<file path="src/pilot_duty_decoder_assert.svh">
// Assertion macros for the pilot duty decoder RTL.
`ifndef PILOT_DUTY_DECODER_ASSERT_SVH
`define PILOT_DUTY_DECODER_ASSERT_SVH

// Checked on every clock edge outside reset.
`define PDD_ASSERT(lbl, prop, msg) \
  lbl: assert property (@(posedge clk) disable iff (rst) prop) else $error(msg);

// Checked on every clock edge, reset included.
`define PDD_ASSERT_ALWAYS(lbl, prop, msg) \
  lbl: assert property (@(posedge clk) prop) else $error(msg);

`endif

</file>
<file path="src/pdd_pkg.sv">
// Package for the pilot duty decoder: widths, constants, codes and control types.
`default_nettype none
package pdd_pkg;

  // Counter width and derived limits
  localparam int COUNT_BITS = 16;
  localparam logic [COUNT_BITS-1:0] COUNT_MAX = '1;
  localparam int DUTY_W  = 7;
  localparam int SUM_W   = COUNT_BITS + 1;
  localparam int DIV_W   = COUNT_BITS + DUTY_W;
  localparam int STEP_W  = 3;
  localparam logic [STEP_W-1:0] LAST_STEP = STEP_W'(DUTY_W - 1);

  // Field widths
  localparam int MV_W    = 12;
  localparam int CUR_W   = 10;
  localparam int CLASS_W = 3;

  // Configuration port
  localparam int CFG_INDEX_W = 2;
  localparam int CFG_DATA_W  = 12;
  localparam logic [CFG_INDEX_W-1:0] REG_THRESHOLD = 2'd0;
  localparam logic [CFG_INDEX_W-1:0] REG_CAP       = 2'd1;
  localparam logic [MV_W-1:0]  THRESHOLD_RESET = 12'd100;
  localparam logic [CUR_W-1:0] CAP_RESET       = 10'd900;

  // Duty to current mapping
  localparam logic [DUTY_W-1:0] DUTY_LOW_MIN  = 7'd10;
  localparam logic [DUTY_W-1:0] DUTY_LOW_MAX  = 7'd85;
  localparam logic [DUTY_W-1:0] DUTY_HIGH_MAX = 7'd100;
  localparam logic [CUR_W-1:0]  LOW_SCALE     = 10'd6;
  localparam logic [CUR_W-1:0]  HIGH_OFFSET   = 10'd64;
  localparam logic [CUR_W-1:0]  HIGH_SCALE    = 10'd25;
  localparam logic [DIV_W-1:0]  PERCENT       = DIV_W'(100);

  // Pilot level class boundaries, mV
  localparam logic [MV_W-1:0] LV_STANDBY_HI = 12'd3300;
  localparam logic [MV_W-1:0] LV_STANDBY_LO = 12'd2750;
  localparam logic [MV_W-1:0] LV_DETECT_LO  = 12'd2200;
  localparam logic [MV_W-1:0] LV_READY_HI   = 12'd1925;
  localparam logic [MV_W-1:0] LV_READY_LO   = 12'd1375;

  typedef enum logic [CLASS_W-1:0] {
    CLASS_STANDBY  = 3'd0,
    CLASS_DETECT   = 3'd1,
    CLASS_READY    = 3'd2,
    CLASS_NO_POWER = 3'd3,
    CLASS_ERROR    = 3'd4
  } pdd_class_t;

  typedef enum logic [1:0] {
    ST_IDLE,
    ST_DIVIDE,
    ST_WRITE
  } pdd_state_t;

  // Controller to datapath
  typedef struct packed {
    logic load;   // take the request, update counts
    logic step;   // one restoring divide step
    logic last;   // final divide step, latch duty
    logic emit;   // load the result register
  } pdd_cmd_t;

  // Datapath to controller
  typedef struct packed {
    logic edge_found;
    logic out_free;
  } pdd_status_t;

endpackage
`default_nettype wire

</file>
<file path="src/pdd_sample_if.sv">
// Sample and result channel interfaces of the pilot duty decoder.
`default_nettype none
interface pdd_sample_if;
  logic                        valid;
  logic                        ready;
  logic [pdd_pkg::MV_W-1:0]    pilot_sample_mv;

  modport source (output valid, output pilot_sample_mv, input ready);
  modport sink   (input valid, input pilot_sample_mv, output ready);
endinterface

interface pdd_result_if;
  logic                        valid;
  logic                        ready;
  logic [pdd_pkg::DUTY_W-1:0]  duty_percent;
  logic [pdd_pkg::CUR_W-1:0]   allowed_current_deciamps;
  logic [pdd_pkg::CLASS_W-1:0] pilot_class;
  logic [pdd_pkg::MV_W-1:0]    pilot_level_mv;

  modport source (output valid, output duty_percent, output allowed_current_deciamps,
                  output pilot_class, output pilot_level_mv, input ready);
  modport sink   (input valid, input duty_percent, input allowed_current_deciamps,
                  input pilot_class, input pilot_level_mv, output ready);
endinterface
`default_nettype wire

</file>
<file path="src/pdd_ctrl.sv">
// Controller state machine: request intake, divide sequencing and result hand-off.
`default_nettype none
module pdd_ctrl (
  input  wire logic                 clk,
  input  wire logic                 rst,
  input  wire logic                 in_valid,
  output logic                      in_ready,
  input  wire pdd_pkg::pdd_status_t sts,
  output pdd_pkg::pdd_cmd_t         cmd
);
  import pdd_pkg::*;

  pdd_state_t        state, state_next;
  logic [STEP_W-1:0] step_cnt, step_cnt_next;
  logic              accept;

  assign accept = in_valid && (state == ST_IDLE);

  // State and step counter
  always_ff @(posedge clk) begin
    if (rst) begin
      state    <= ST_IDLE;
      step_cnt <= '0;
    end else begin
      state    <= state_next;
      step_cnt <= step_cnt_next;
    end
  end

  // Next state
  always_comb begin
    state_next    = state;
    step_cnt_next = step_cnt;
    unique case (state)
      ST_IDLE: begin
        step_cnt_next = '0;
        if (accept) begin
          state_next = sts.edge_found ? ST_DIVIDE : ST_WRITE;
        end
      end
      ST_DIVIDE: begin
        step_cnt_next = step_cnt + 1'b1;
        if (step_cnt == LAST_STEP) begin
          state_next = ST_WRITE;
        end
      end
      ST_WRITE: begin
        if (sts.out_free) begin
          state_next = ST_IDLE;
        end
      end
      default: state_next = ST_IDLE;
    endcase
  end

  // Outputs
  always_comb begin
    in_ready = 1'b0;
    cmd      = '0;
    unique case (state)
      ST_IDLE: begin
        in_ready = 1'b1;
        cmd.load = in_valid;
      end
      ST_DIVIDE: begin
        cmd.step = 1'b1;
        cmd.last = (step_cnt == LAST_STEP);
      end
      ST_WRITE: begin
        cmd.emit = sts.out_free;
      end
      default: ;
    endcase
  end

endmodule
`default_nettype wire

</file>
<file path="src/pdd_dp.sv">
// Datapath: configuration, sample counters, duty divider and result register.
`default_nettype none
module pdd_dp (
  input  wire logic                           clk,
  input  wire logic                           rst,
  input  wire logic                           cfg_we,
  input  wire logic [pdd_pkg::CFG_INDEX_W-1:0] cfg_index,
  input  wire logic [pdd_pkg::CFG_DATA_W-1:0]  cfg_data,
  input  wire logic [pdd_pkg::MV_W-1:0]        sample_mv,
  input  wire pdd_pkg::pdd_cmd_t              cmd,
  output pdd_pkg::pdd_status_t                sts,
  output logic                                out_valid,
  input  wire logic                           out_ready,
  output logic [pdd_pkg::DUTY_W-1:0]           out_duty,
  output logic [pdd_pkg::CUR_W-1:0]            out_current,
  output logic [pdd_pkg::CLASS_W-1:0]          out_class,
  output logic [pdd_pkg::MV_W-1:0]             out_level
);
  import pdd_pkg::*;

  logic [MV_W-1:0]       threshold;
  logic [CUR_W-1:0]      cap;
  logic [MV_W-1:0]       prev_sample;
  logic [COUNT_BITS-1:0] high_cnt, low_cnt;
  logic [DUTY_W-1:0]     duty;
  logic [MV_W-1:0]       held_level;
  logic [DIV_W-1:0]      rem, div_sh;
  logic [DUTY_W-1:0]     quo;
  logic                  div_zero;

  logic                  edge_found, is_high;
  logic [COUNT_BITS-1:0] high_base, low_base;
  logic [SUM_W-1:0]      total;
  logic                  q_bit;
  logic [CUR_W-1:0]      cur_raw, cur_val;
  pdd_class_t            lv_class;

  // Configuration registers
  always_ff @(posedge clk) begin
    if (rst) begin
      threshold <= THRESHOLD_RESET;
      cap       <= CAP_RESET;
    end else if (cfg_we) begin
      case (cfg_index)
        REG_THRESHOLD: threshold <= cfg_data[MV_W-1:0];
        REG_CAP:       cap       <= cfg_data[CUR_W-1:0];
        default: ;
      endcase
    end
  end

  // Rising edge: clear jump past threshold from below it
  assign edge_found = (sample_mv > prev_sample)
                   && ((sample_mv - prev_sample) > threshold)
                   && (prev_sample < threshold);
  assign is_high    = sample_mv > threshold;
  assign high_base  = edge_found ? '0 : high_cnt;
  assign low_base   = edge_found ? '0 : low_cnt;
  assign total      = {1'b0, high_cnt} + {1'b0, low_cnt};

  assign sts.edge_found = edge_found;
  assign sts.out_free   = !out_valid || out_ready;

  // Sample history and saturating counters
  always_ff @(posedge clk) begin
    if (rst) begin
      prev_sample <= '0;
      high_cnt    <= '0;
      low_cnt     <= '0;
      held_level  <= '0;
    end else if (cmd.load) begin
      prev_sample <= sample_mv;
      if (is_high) begin
        held_level <= sample_mv;
        high_cnt   <= (high_base == COUNT_MAX) ? high_base : high_base + 1'b1;
        low_cnt    <= low_base;
      end else begin
        high_cnt   <= high_base;
        low_cnt    <= (low_base == COUNT_MAX) ? low_base : low_base + 1'b1;
      end
    end
  end

  // Restoring divide: high*100 / (high+low), one quotient bit a step
  assign q_bit = rem >= div_sh;

  always_ff @(posedge clk) begin
    if (cmd.load) begin
      rem      <= DIV_W'(high_cnt) * PERCENT;
      div_sh   <= {total, (DUTY_W-1)'(0)};
      div_zero <= (total == '0);
      quo      <= '0;
    end else if (cmd.step) begin
      if (q_bit) begin
        rem <= rem - div_sh;
      end
      div_sh <= div_sh >> 1;
      quo    <= {quo[DUTY_W-2:0], q_bit};
    end
  end

  // Latched duty, empty period gives zero
  always_ff @(posedge clk) begin
    if (rst) begin
      duty <= '0;
    end else if (cmd.last) begin
      duty <= div_zero ? '0 : {quo[DUTY_W-2:0], q_bit};
    end
  end

  // Allowed current from duty, then cap
  always_comb begin
    if (duty > DUTY_LOW_MAX && duty <= DUTY_HIGH_MAX) begin
      cur_raw = CUR_W'((CUR_W'(duty) - HIGH_OFFSET) * HIGH_SCALE);
    end else if (duty >= DUTY_LOW_MIN && duty <= DUTY_LOW_MAX) begin
      cur_raw = CUR_W'(CUR_W'(duty) * LOW_SCALE);
    end else begin
      cur_raw = '0;
    end
    cur_val = (cur_raw > cap) ? cap : cur_raw;
  end

  // Pilot class from held level; boundary values fall to error
  always_comb begin
    if (held_level > LV_STANDBY_LO && held_level < LV_STANDBY_HI) begin
      lv_class = CLASS_STANDBY;
    end else if (held_level < LV_STANDBY_LO && held_level > LV_DETECT_LO) begin
      lv_class = CLASS_DETECT;
    end else if (held_level < LV_READY_HI && held_level > LV_READY_LO) begin
      lv_class = CLASS_READY;
    end else if (held_level == '0) begin
      lv_class = CLASS_NO_POWER;
    end else begin
      lv_class = CLASS_ERROR;
    end
  end

  // Result register
  always_ff @(posedge clk) begin
    if (rst) begin
      out_valid <= 1'b0;
    end else if (cmd.emit) begin
      out_valid <= 1'b1;
    end else if (out_ready) begin
      out_valid <= 1'b0;
    end
  end

  always_ff @(posedge clk) begin
    if (cmd.emit) begin
      out_duty    <= duty;
      out_current <= cur_val;
      out_class   <= lv_class;
      out_level   <= held_level;
    end
  end

endmodule
`default_nettype wire

</file>
<file path="src/pilot_duty_decoder.sv">
// Pilot duty decoder: an edge-timed duty meter for the charging control pilot, one result
// per sample. A sample goes from acceptance through the write state to the result register;
// a sample that marks a rising edge first passes the duty of the period just ended through a
// restoring divider that resolves one quotient bit per cycle. A new sample is taken
// while the previous result still waits in the output register; only a running divide or a
// full output register at the end of a sample holds the next one off.
`default_nettype none
module pilot_duty_decoder (
  input  wire logic                            clk,
  input  wire logic                            rst,
  input  wire logic                            cfg_we,
  input  wire logic [pdd_pkg::CFG_INDEX_W-1:0] cfg_index,
  input  wire logic [pdd_pkg::CFG_DATA_W-1:0]  cfg_data,
  pdd_sample_if.sink                           sample,
  pdd_result_if.source                         result
);
  import pdd_pkg::*;

  pdd_cmd_t    cmd;
  pdd_status_t sts;

  pdd_ctrl u_ctrl (
    .clk      (clk),
    .rst      (rst),
    .in_valid (sample.valid),
    .in_ready (sample.ready),
    .sts      (sts),
    .cmd      (cmd)
  );

  pdd_dp u_dp (
    .clk         (clk),
    .rst         (rst),
    .cfg_we      (cfg_we),
    .cfg_index   (cfg_index),
    .cfg_data    (cfg_data),
    .sample_mv   (sample.pilot_sample_mv),
    .cmd         (cmd),
    .sts         (sts),
    .out_valid   (result.valid),
    .out_ready   (result.ready),
    .out_duty    (result.duty_percent),
    .out_current (result.allowed_current_deciamps),
    .out_class   (result.pilot_class),
    .out_level   (result.pilot_level_mv)
  );

  // Checks
  `include "pilot_duty_decoder_assert.svh"

  `PDD_ASSERT(a_edge_starts_divide, (sample.valid && sample.ready && sts.edge_found) |=> cmd.step, "edge request did not start divide")
  `PDD_ASSERT(a_no_take_while_busy, cmd.step |-> !sample.ready, "request taken during divide")
  `PDD_ASSERT(a_emit_gives_result, cmd.emit |=> result.valid, "result not presented after emit")
  `PDD_ASSERT_ALWAYS(a_reset_clears_result, $past(rst) |-> !result.valid, "result valid after reset")

endmodule
`default_nettype wire

</file>
<file path="src/flat_wrapper.sv">
// flat-port wrapper written by rule: the top's interface ports become plain ports
module pilot_duty_decoder_flat import pdd_pkg::*;
  (clk, rst, cfg_we, cfg_index, cfg_data, sample_valid, sample_pilot_sample_mv, sample_ready, result_valid, result_duty_percent, result_allowed_current_deciamps, result_pilot_class, result_pilot_level_mv, result_ready);
  pdd_sample_if sample_i ();
  pdd_result_if result_i ();
  input  wire logic clk;
  input  wire logic rst;
  input  wire logic cfg_we;
  input  wire logic [pdd_pkg::CFG_INDEX_W-1:0] cfg_index;
  input  wire logic [pdd_pkg::CFG_DATA_W-1:0] cfg_data;
  input wire logic [$bits(sample_i.valid)-1:0] sample_valid;
  input wire logic [$bits(sample_i.pilot_sample_mv)-1:0] sample_pilot_sample_mv;
  output wire logic [$bits(sample_i.ready)-1:0] sample_ready;
  output wire logic [$bits(result_i.valid)-1:0] result_valid;
  output wire logic [$bits(result_i.duty_percent)-1:0] result_duty_percent;
  output wire logic [$bits(result_i.allowed_current_deciamps)-1:0] result_allowed_current_deciamps;
  output wire logic [$bits(result_i.pilot_class)-1:0] result_pilot_class;
  output wire logic [$bits(result_i.pilot_level_mv)-1:0] result_pilot_level_mv;
  input wire logic [$bits(result_i.ready)-1:0] result_ready;
  assign sample_i.valid = sample_valid;
  assign sample_i.pilot_sample_mv = sample_pilot_sample_mv;
  assign sample_ready = sample_i.ready;
  assign result_valid = result_i.valid;
  assign result_duty_percent = result_i.duty_percent;
  assign result_allowed_current_deciamps = result_i.allowed_current_deciamps;
  assign result_pilot_class = result_i.pilot_class;
  assign result_pilot_level_mv = result_i.pilot_level_mv;
  assign result_i.ready = result_ready;
  pilot_duty_decoder u_core (.clk(clk), .rst(rst), .cfg_we(cfg_we), .cfg_index(cfg_index), .cfg_data(cfg_data), .sample(sample_i), .result(result_i));
endmodule
</file>
<file path="config.mk">
export PLATFORM = sky130hd
export DESIGN_NAME = pilot_duty_decoder_flat
export DESIGN_NICKNAME = d
export VERILOG_FILES = /design/src/pdd_pkg.sv /design/src/pdd_sample_if.sv /design/src/pdd_ctrl.sv /design/src/pdd_dp.sv /design/src/pilot_duty_decoder.sv /design/src/flat_wrapper.sv
export VERILOG_INCLUDE_DIRS = /design/src /design/src/src
export SDC_FILE = /design/constraint.sdc
export NUM_CORES = 1
export LEC_CHECK = 0
export BUFFER_PORTS_ARGS = -buffer_cell sky130_fd_sc_hd__buf_2
export CORE_MARGIN = 2
export CORE_UTILIZATION = 36
export CTS_CLUSTER_DIAMETER = 200
export CTS_CLUSTER_SIZE = 16
export DETAILED_ROUTE_END_ITERATION = 12
export GPL_TIMING_DRIVEN = 1
export PLACE_DENSITY = 0.53
export SLEW_MARGIN = 10
export SYNTH_ARGS = -nofsm -noshare
export SYNTH_HDL_FRONTEND = slang
export SYNTH_SLANG_ARGS = --single-unit
</file>
<file path="constraint.sdc">
create_clock -name clk -period 8.6 [get_ports clk]
set_input_delay 1.72 -clock clk [delete_from_list [all_inputs] [get_ports clk]]
set_output_delay 1.72 -clock clk [all_outputs]
set_load 0.05 [all_outputs]
</file>
Yosys cells after proc, flatten, opt, wreduce, memory -nomap -nowiden
Index checks and enable logic that the tools add are counted.
Widths: inputs -> output; s select.
{ "classes": {"n_addsub": 7, "n_mul": 3, "n_lt_le_gt_ge": 16, "eq_ne": 9, "mux": 30, "n_reduce_logical": 26} }
{ "op_table": {"columns": ["op", "n"], "rows": [
  ["$mux 23", 5],
  ["$mux 16", 6],
  ["$gt 12x12->1", 3],
  ["$add 16x1->16 const B", 2],
  ["$eq 16x16->1 const B", 2],
  ["$mux 10", 3],
  ["$gt 12x12->1 const B", 2],
  ["$lt 12x12->1 const B", 2],
  ["$ge 23x23->1", 1],
  ["$sub 23x23->23", 1],
  ["$mul 16x5->21 const B", 1],
  ["$add 16x16->17", 1],
  ["$logic_not 17->1", 1],
  ["$le 7x7->1 const B", 2],
  ["$gt 12x11->1 const B", 1],
  ["$logic_not 12->1", 1],
  ["$lt 12x11->1 const B", 1],
  ["$lt 12x12->1", 1],
  ["$mux 2", 6],
  ["$sub 12x12->12", 1],
  ["$gt 10x10->1", 1],
  ["$mul 8x6->10 const B", 1],
  ["$reduce_and 2->1", 5],
  ["$mul 7x2->9 const B", 1],
  ["other kinds (21)", 40]
]} }
{ "word_totals": {"register_bits": 176, "output_inout_bits": 34} }

Longest topological paths before layout
Gate-level depths: netlist (run 1).
{ "logic_depth": {"word_depth": 8, "mapped_depth": 28, "mapped_depth_nobuf": 26} }

Modules after synthesis
Synthesis (run 1) repeated with hierarchy kept, for this count alone.
{ "unflattened": {"cells_unflattened": 1507, "hier_area_um2": 13509.2} }
{ "modules_own_cells": {"columns": ["module", "instances", "cells_per_inst", "area_per_inst_um2", "seq_area_each_um2"], "rows": [
  ["pdd_dp", 1, 1473, 13198.9, 4134.0],
  ["pdd_ctrl", 1, 34, 310.3, 100.1]
]} }

Worst setup path before layout (run 1)
No wires, ideal clock.
{ "synth_timing": {"path_kind": "in2reg", "startpoint": "input sample_pilot_sample_mv[0]", "endpoint": "register u_core.u_dp.low_cnt[4]", "arrival_time_ps": 6076, "path_slack_ps": 2453, "cell_stages": 26, "n_path_buf": 2, "path_cell_list": "inv_1 -> ha_1 -> fa_1 -> nor2b_4 -> o21bai_2 -> a31oi_2 -> o21ai_0 -> nand2b_1 -> a21oi_1 -> xnor2_1 -> ha_1 -> nand3_1 -> nor4_1 -> nor3_1 -> o211ai_2 -> a21oi_4 -> and3_4 -> buf_6 -> buf_2 -> nor2b_1 -> ha_1 -> inv_1 -> nor4_2 -> or3b_2 -> or4_1 -> a21oi_1"} }
{ "synth_between": {"elab_chain_len": 8, "word_cells_on_any_way": 11, "classes_between": "add/sub: 2; order compare: 3; eq/ne: 1; mux: 3; reduce/logical: 2"} }
{ "synth_rtl": {"columns": ["item", "line_no", "text"], "rows": [
  ["from (decl)", "flat_wrapper.sv:12", "input wire logic [$bits(sample_i.pilot_sample_mv)-1:0] sample_pilot_sample_mv;"],
  ["$sub 12x12->12", "pdd_dp.sv:54", "&& ((sample_mv - prev_sample) > threshold)"],
  ["$gt 12x12->1", "pdd_dp.sv:54", null],
  ["$logic_and 1x1->1", "pdd_dp.sv:54", null],
  ["$logic_and 1x1->1", "pdd_dp.sv:55", "&& (prev_sample < threshold);"],
  ["$mux 16", "pdd_dp.sv:58", "assign low_base = edge_found ? '0 : low_cnt;"],
  ["$add 16x1->16 or $eq 16x16->1 (tied branches)", "pdd_dp.sv:79", "low_cnt <= (low_base == COUNT_MAX) ? low_base : low_base + 1'b1;"],
  ["$mux 16", "pdd_dp.sv:79", null],
  ["$mux 16 (*)", "pdd_dp.sv:73", "if (is_high) begin"],
  ["to (signal assigned)", "pdd_dp.sv:76", "low_cnt <= low_base;"],
  ["to (signal assigned)", "pdd_dp.sv:79", null],
  ["to (decl)", "pdd_dp.sv:24", "logic [COUNT_BITS-1:0] high_cnt, low_cnt;"]
]} }
Every way passes the cells marked *; elsewhere a longest branch is shown, timed or not.
A chain may end at the register's enable or synchronous reset.

Worst setup path after layout (run 1)
{ "layout_timing": {"startpoint": "input sample_pilot_sample_mv[0]", "endpoint": "register u_core.u_dp.low_cnt[7]"} }
The elaborated chain is that of the path after synthesis.

==> results.yml, run 1 <==
timing:
  setup_ws_ps: 2140
  hold_viol: 0
  fin_crit_sh: 0.751
  slew_headroom: 0.237
  setup_violations: 0
  drv_slew: 0
  period_minus_slack_ps: 6460
  setup_tns_ps: 0
  max_freq_ghz: 0.155
  fin_skew_ps: 11.7
  rsz0062_at_grt: "false"
  tightest_slew_ps: 1140
global_routing:
  grt_antenna_before_repair: 0
  grt_start_max_net_pins: 58
  grt-ovfl-total: 0
  use_met3: 0.0266
  grt.total_usage: 0.189
  met1_usage: 0.273
  grtUsageMet2: 0.298
  busiest_layer: "met2"
  grt_pass1_vias: 10555
  grt_pass1_wl_mm: 58.0
clock_network:
  clock_sinks: 176
  clock_path_buffers: 2
  postCtsSetupBuffers: 0
  ctsResizeCount: 0
  clk_pin_slew_ps: 70
  cts_tree: "done"
  postCtsHoldBufs: 0
  htreeDepth: 4
  cts_root_buffer: "clkbuf_16"
  clkLatencyLatePin_ps: 450
  numCtsBuffers: 17
placed_design:
  numPortBuffers: 64
  routabilityCongestion: 0.855
  dpl_worst_slack_ps: 1730
  dp_hpwl_mm: 27.2
synth:
  synth_compound_area_frac: 0.199
  synthCells: 1539
  synth_fa_ha_area_frac: 0.206
  synthFlopType: "dfxtp_1"
  yosys_warnings: 0
  yosys-top-cells-area: "ha_1 (17%), edfxtp_1 (16%), dfxtp_1 (16%), a21oi_1 (5.4%), nand2_1 (4.9%)"
  synth_xor_area_frac: 0.0402
  avgSynthCellArea_um2: 8.77
  synth-seq-area-share: 0.314
  async_flop_share: 0
  synth_seq_cells: 176
  synth_cell_type_count: 84
  synthMuxAreaShare: 0.0121
  synth_nets: 1778
  yosys.area.top_type: "ha_1"
  synth.most_common_cell: "ha_1"
  synth_top_family_by_area: "adder cells"
  synth_edf_count: 71
  syn-cell-area_um2: 13500
  synthDominantCellAreaShare: 0.171
  synth-simple-area-share: 0.169
  synth_common_cells: "ha_1 (184), nand2_1 (175), inv_1 (153)"
die:
  coreArea_um2: 36800
  dieArea_um2: 39000
  die_h_um: 198
  fp.dieW_um: 198
  top_level_ports: 65
  num_rows: 70
  initial_core_util: 0.367
setup_path:
  startpoint_type: "input port"
  worstSetupEndpointType: "flop"
  required_ps: 8970
  crit_type: "in -> reg"
  critical_path.max_fanout: 57
  crit_arrival_ps: 6830
final_layout:
  syn2layout_area_growth_pct: 9.77
  fin_util: 0.403
  n_fill_cell: 3754
  drive_gt1_frac: 0.0874
  finalNetCount: 1817
  ff_latch_area_um2: 4230
  multi_input_area_um2: 8460
detailed_routing:
  dr_total_vias: 11316
  wl_per_cell_um: 17.7
  viasPerCell: 5.49
  drt_first_pass_iters: 5
  drc_errors: 0
  ant_nets: 0
  drtIter0Drc: 849
  wl_mm: 36.4
status:
  status: "completed"
job:
  maxCapViolations: 0
hold_path:
  min_path_type: "reg -> reg"
power:
  peakVddDrop_mv: 0.132
  power.density_nw_per_um2: 212
  p_leak_uw: 0.00623
==> layout make-up <==
| type | instances | share of cell area |
|---|---|---|
| Sequential cell | 176 | 0.286 |
| Timing Repair Buffer | 70 | 0.0247 |
| Tap cell | 468 | 0.0395 |
| Multi-Input combinational cell | 1158 | 0.572 |
| Clock buffer | 20 | 0.0309 |
| Clock inverter | 12 | 0.00803 |
| Antenna cell | 1 | 0.000169 |
| Inverter | 155 | 0.0393 |
==> metal layers <==
layer | routed length, um | vias to the layer above
met5 | 0 | -
met4 | 395 | 0
met3 | 1350 | 29
met2 | 16500 | 219
li1 | - | 5641
met1 | 18200 | 5427
==> critical path: stages <==
cell	delay [ps]
buf_2	100
inv_1	60
ha_1	220
fa_1	440
nor2b_4	150
o21bai_2	80
a31oi_2	270
o21ai_0	130
nand2b_1	80
a21oi_1	80
xnor2_1	130
ha_1	300
nand3_1	140
nor4_1	70
nor3_1	180
o211ai_2	140
a21oi_4	220
and3_4	570
nor2b_1	110
ha_1	260
inv_1	140
nor4_2	100
nor2_2	260
nand3_2	170
or4b_1	550
a21oi_1	150
==> state kept, by name, indices dropped and copies added, names as in the netlist <==
signal / flops
u_core.u_ctrl.state: 2
u_core.u_ctrl.step_cnt: 3
u_core.u_dp.cap: 10
u_core.u_dp.div_sh: 23
u_core.u_dp.div_zero: 1
u_core.u_dp.duty: 7
u_core.u_dp.held_level: 12
u_core.u_dp.high_cnt: 16
u_core.u_dp.low_cnt: 16
u_core.u_dp.out_class: 3
u_core.u_dp.out_current: 10
u_core.u_dp.out_duty: 7
u_core.u_dp.out_level: 12
u_core.u_dp.out_valid: 1
u_core.u_dp.prev_sample: 12
u_core.u_dp.quo: 6
u_core.u_dp.rem: 23
u_core.u_dp.threshold: 12
==> kinds of logic after synthesis <==
family / Yosys count
compound gates: 416
xor+xnor: 62
fa+ha+maj: 208
buf+inv: 205
flops: 176
mux: 15
simple gates: 457
==> final timing paths <==
path / start / end / slack, ps / depth (start not counted)
worst min register to register: u_core.u_dp.quo[5] / u_core.u_dp.quo[5] / 460 / 2
worst max-delay path: sample_pilot_sample_mv[0] / u_core.u_dp.low_cnt[7] / 2140 / 26
worst min-delay path: u_core.u_dp.quo[5] / u_core.u_dp.quo[5] / 460 / 2
worst max register to register: u_core.u_dp.prev_sample[1] / u_core.u_dp.low_cnt[7] / 3130 / 25
==> stage by stage <==
stage / instances / hold WS (ps) / instance area [um^2] / total power, uW
5_1_grt: 2059 / 486 / 14800 / 3340
2_1_floorplan: 1539 / 406 / 13500 / 2050
4_1_cts: 2059 / 456 / 14800 / 3160
3_5_place_dp: 2027 / 446 / 14200 / 2360
3_3_place_gp: 2027 / 436 / 14200 / 2360
6_report: 2060 / 457 / 14800 / 3150
==> placed cells by master, fill, tap and decap left out, types with 8 or more instances in the layout <==
master,synthesis,routed
and3_1,11,11
nor2b_1,16,16
mux2_2,11,11
clkbuf_16,0,18
o21ai_0,54,54
o22ai_1,18,18
or3_1,21,21
xor2_1,25,25
a21o_1,31,31
a21oi_1,145,145
fa_1,24,24
nor4_1,11,11
dfxtp_1,105,105
o21bai_1,9,9
ha_1,184,184
nand4_1,29,29
nand2_1,175,175
a31oi_1,21,21
o211ai_1,30,30
nor3_1,24,24
xnor2_1,37,37
edfxtp_1,71,71
a22o_1,9,9
nand3_1,39,39
nand2b_1,10,10
o21a_1,18,18
o311ai_0,9,9
and4_1,8,8
buf_2,8,64
inv_1,153,153
nor2_1,65,64
a211oi_1,8,8
==> power breakdown <==
group          switching (uW)  internal [uW]  leakage, uW
Sequential               66.3           1020      0.00155
Clock                     389            402     0.000284
Combinational             856            411      0.00440
(Power assumes the default switching activity.)
==> run 2: changes to the inputs <==
- clock period: 8.6 -> 6 ns (I/O delays scaled with it)
==> run 2 against run 1 <==
Register-to-register slack got worse by 2200 ps. Clock skew rose by 3.0 ps. Via count fell by 0.59%. Critical path depth fell by 1. Wire length fell by 1.4%. Critical path type unchanged.
==> results.yml, run 2 (same netlist as run 1, synthesis figures left out) <==
setup_path:
  critPathSlowestCell: "or3b_2"
  startpoint_type: "input port"
  crit_family: "simple AND/OR/NAND/NOR gates"
  crit_arrival_ps: 5840
  crit_type: "in -> reg"
  timing.critical_path.buf_inv: 3
  cpMostUsedCell: "ha_1"
  critical_path.max_fanout: 17
  required_ps: 6390
  ff2ff_setup_slack_ps: 980
  crit_path_max_incr_delay_ps: 480
  worstSetupEndpointType: "flop"
clock_network:
  ctsResizeCount: 0
  postCtsSetupBuffers: 0
  cts_tree: "done"
  clkLatencyLatePin_ps: 450
  htreeDepth: 4
  postCtsHoldBufs: 0
  clock_sinks: 176
  numCtsBuffers: 17
  clk_pin_slew_ps: 90
  clock_path_buffers: 2
  cts_root_buffer: "clkbuf_16"
final_layout:
  n_fill_cell: 3724
  multi_input_area_um2: 8470
  reg.largest.list: "u_core.u_dp.div_sh x23, u_core.u_dp.rem x23"
  finalNetCount: 1825
  syn2layout_area_growth_pct: 10.5
  drive_gt1_frac: 0.0938
  ff_latch_area_um2: 4230
  layout_common_cells: "ha_1 (184), nand2_1 (175), inv_1 (153)"
  mostFrequentLayoutCell: "ha_1"
  fin_util: 0.405
  n_antenna_cell: 0
die:
  fp.dieW_um: 198
  top_level_ports: 65
  num_rows: 70
  coreArea_um2: 36800
  initial_core_util: 0.367
  die_h_um: 198
  dieArea_um2: 39000
global_routing:
  grt_antenna_before_repair: 0
  grt.total_usage: 0.188
  grt_pass1_vias: 10679
  grt_start_max_net_pins: 51
  grt_pass1_wl_mm: 58.1
  grt-ovfl-total: 0
timing:
  max_freq_ghz: 0.183
  drv_slew: 0
  setup_ws_ps: 543
  fin_skew_ps: 14.7
  fin_crit_sh: 0.909
  setup_tns_ps: 0
  period_minus_slack_ps: 5460
  tightest_slew_ps: 1150
  hold_viol: 0
  setup_violations: 0
  rsz0062_at_grt: "false"
  slew_headroom: 0.237
  whs_ps: 456
detailed_routing:
  drtIter0Drc: 795
  drc_errors: 0
  ant_nets: 0
  drt_first_pass_iters: 5
  dr_total_vias: 11249
  viasPerCell: 5.44
  wl_per_cell_um: 17.4
  wl_mm: 35.9
placed_design:
  dp_hpwl_mm: 27.2
  dpl_worst_slack_ps: 87.8
  routabilityCongestion: 0.868
  numPortBuffers: 64
power:
  p_leak_uw: 0.00628
  power_uw: 4560
  power.density_nw_per_um2: 306
  peakVddDrop_mv: 0.184
job:
  maxCapViolations: 0
hold_path:
  min_path_type: "reg -> reg"
status:
  status: "completed"
run 2: cell types whose count changed in the layout (fill, tap and decap cells not counted):
cell / previous run / this run
a31oi_1: 21 / 20
a31oi_2: 2 / 3
buf_4: 6 / 14
clkbuf_1: 2 / 0
clkbuf_16: 18 / 17
clkinv_2: 1 / 0
clkinv_8: 2 / 6
diode_2: 1 / 0
inv_12: 0 / 1
inv_8: 3 / 2
run 2: through the flow:
step                      area (um^2)  cells
after global placement          14300   2035
after detailed placement        14300   2035
final                           14900   2067
after global routing            14900   2067
after CTS                       14900   2067
after floorplan                 13500   1539
run 2: worst reg2reg max path: stages (launching register included):
cell and delay, ps:
dfxtp_1 420, inv_1 60, ha_1 280, nor2b_1 120, o21ai_0 110, a21boi_0 250, o21ai_0 150, a21oi_1 210
nand4_1 140, a31oi_1 180, xor2_1 190, ha_1 270, nand3_1 120, nor4_1 70, nor3_1 200, o211ai_2 150
a21oi_4 140, and3_4 330, nor2b_1 80, ha_1 240, inv_1 140, nor4_2 90, or3b_2 480, or4_1 400
a21oi_1 150
run 2: layer usage:
layer | GRT usage | wire length (um)
met1 | 0.277 | 18000
met2 | 0.293 | 16000
met3 | 0.0217 | 1560
met4 | 0.0440 | 386
met5 | 0 | 0
run 2: layout make-up:
cell class,instances,area share
Clock inverter,15,0.0123
Inverter,155,0.0390
Tap cell,468,0.0393
Timing Repair Buffer,78,0.0285
Clock buffer,17,0.0285
Sequential cell,176,0.284
Multi-Input combinational cell,1158,0.568
run 2: report_power, final:
| part | switching (uW) | internal [uW] | leakage, uW |
|---|---|---|---|
| Sequential | 101 | 1460 | 0.00155 |
| Combinational | 1220 | 613 | 0.00444 |
| Clock | 594 | 568 | 0.000294 |
run 2: path summary, 6_finish.rpt:
kind / start / endpoint / cells past startpoint
max: sample_pilot_sample_mv[0] / u_core.u_dp.low_cnt[4] / 25
min reg2reg: u_core.u_dp.quo[5] / u_core.u_dp.quo[5] / 2
max reg2reg: u_core.u_dp.prev_sample[1] / u_core.u_dp.low_cnt[4] / 24
min: u_core.u_dp.quo[5] / u_core.u_dp.quo[5] / 2
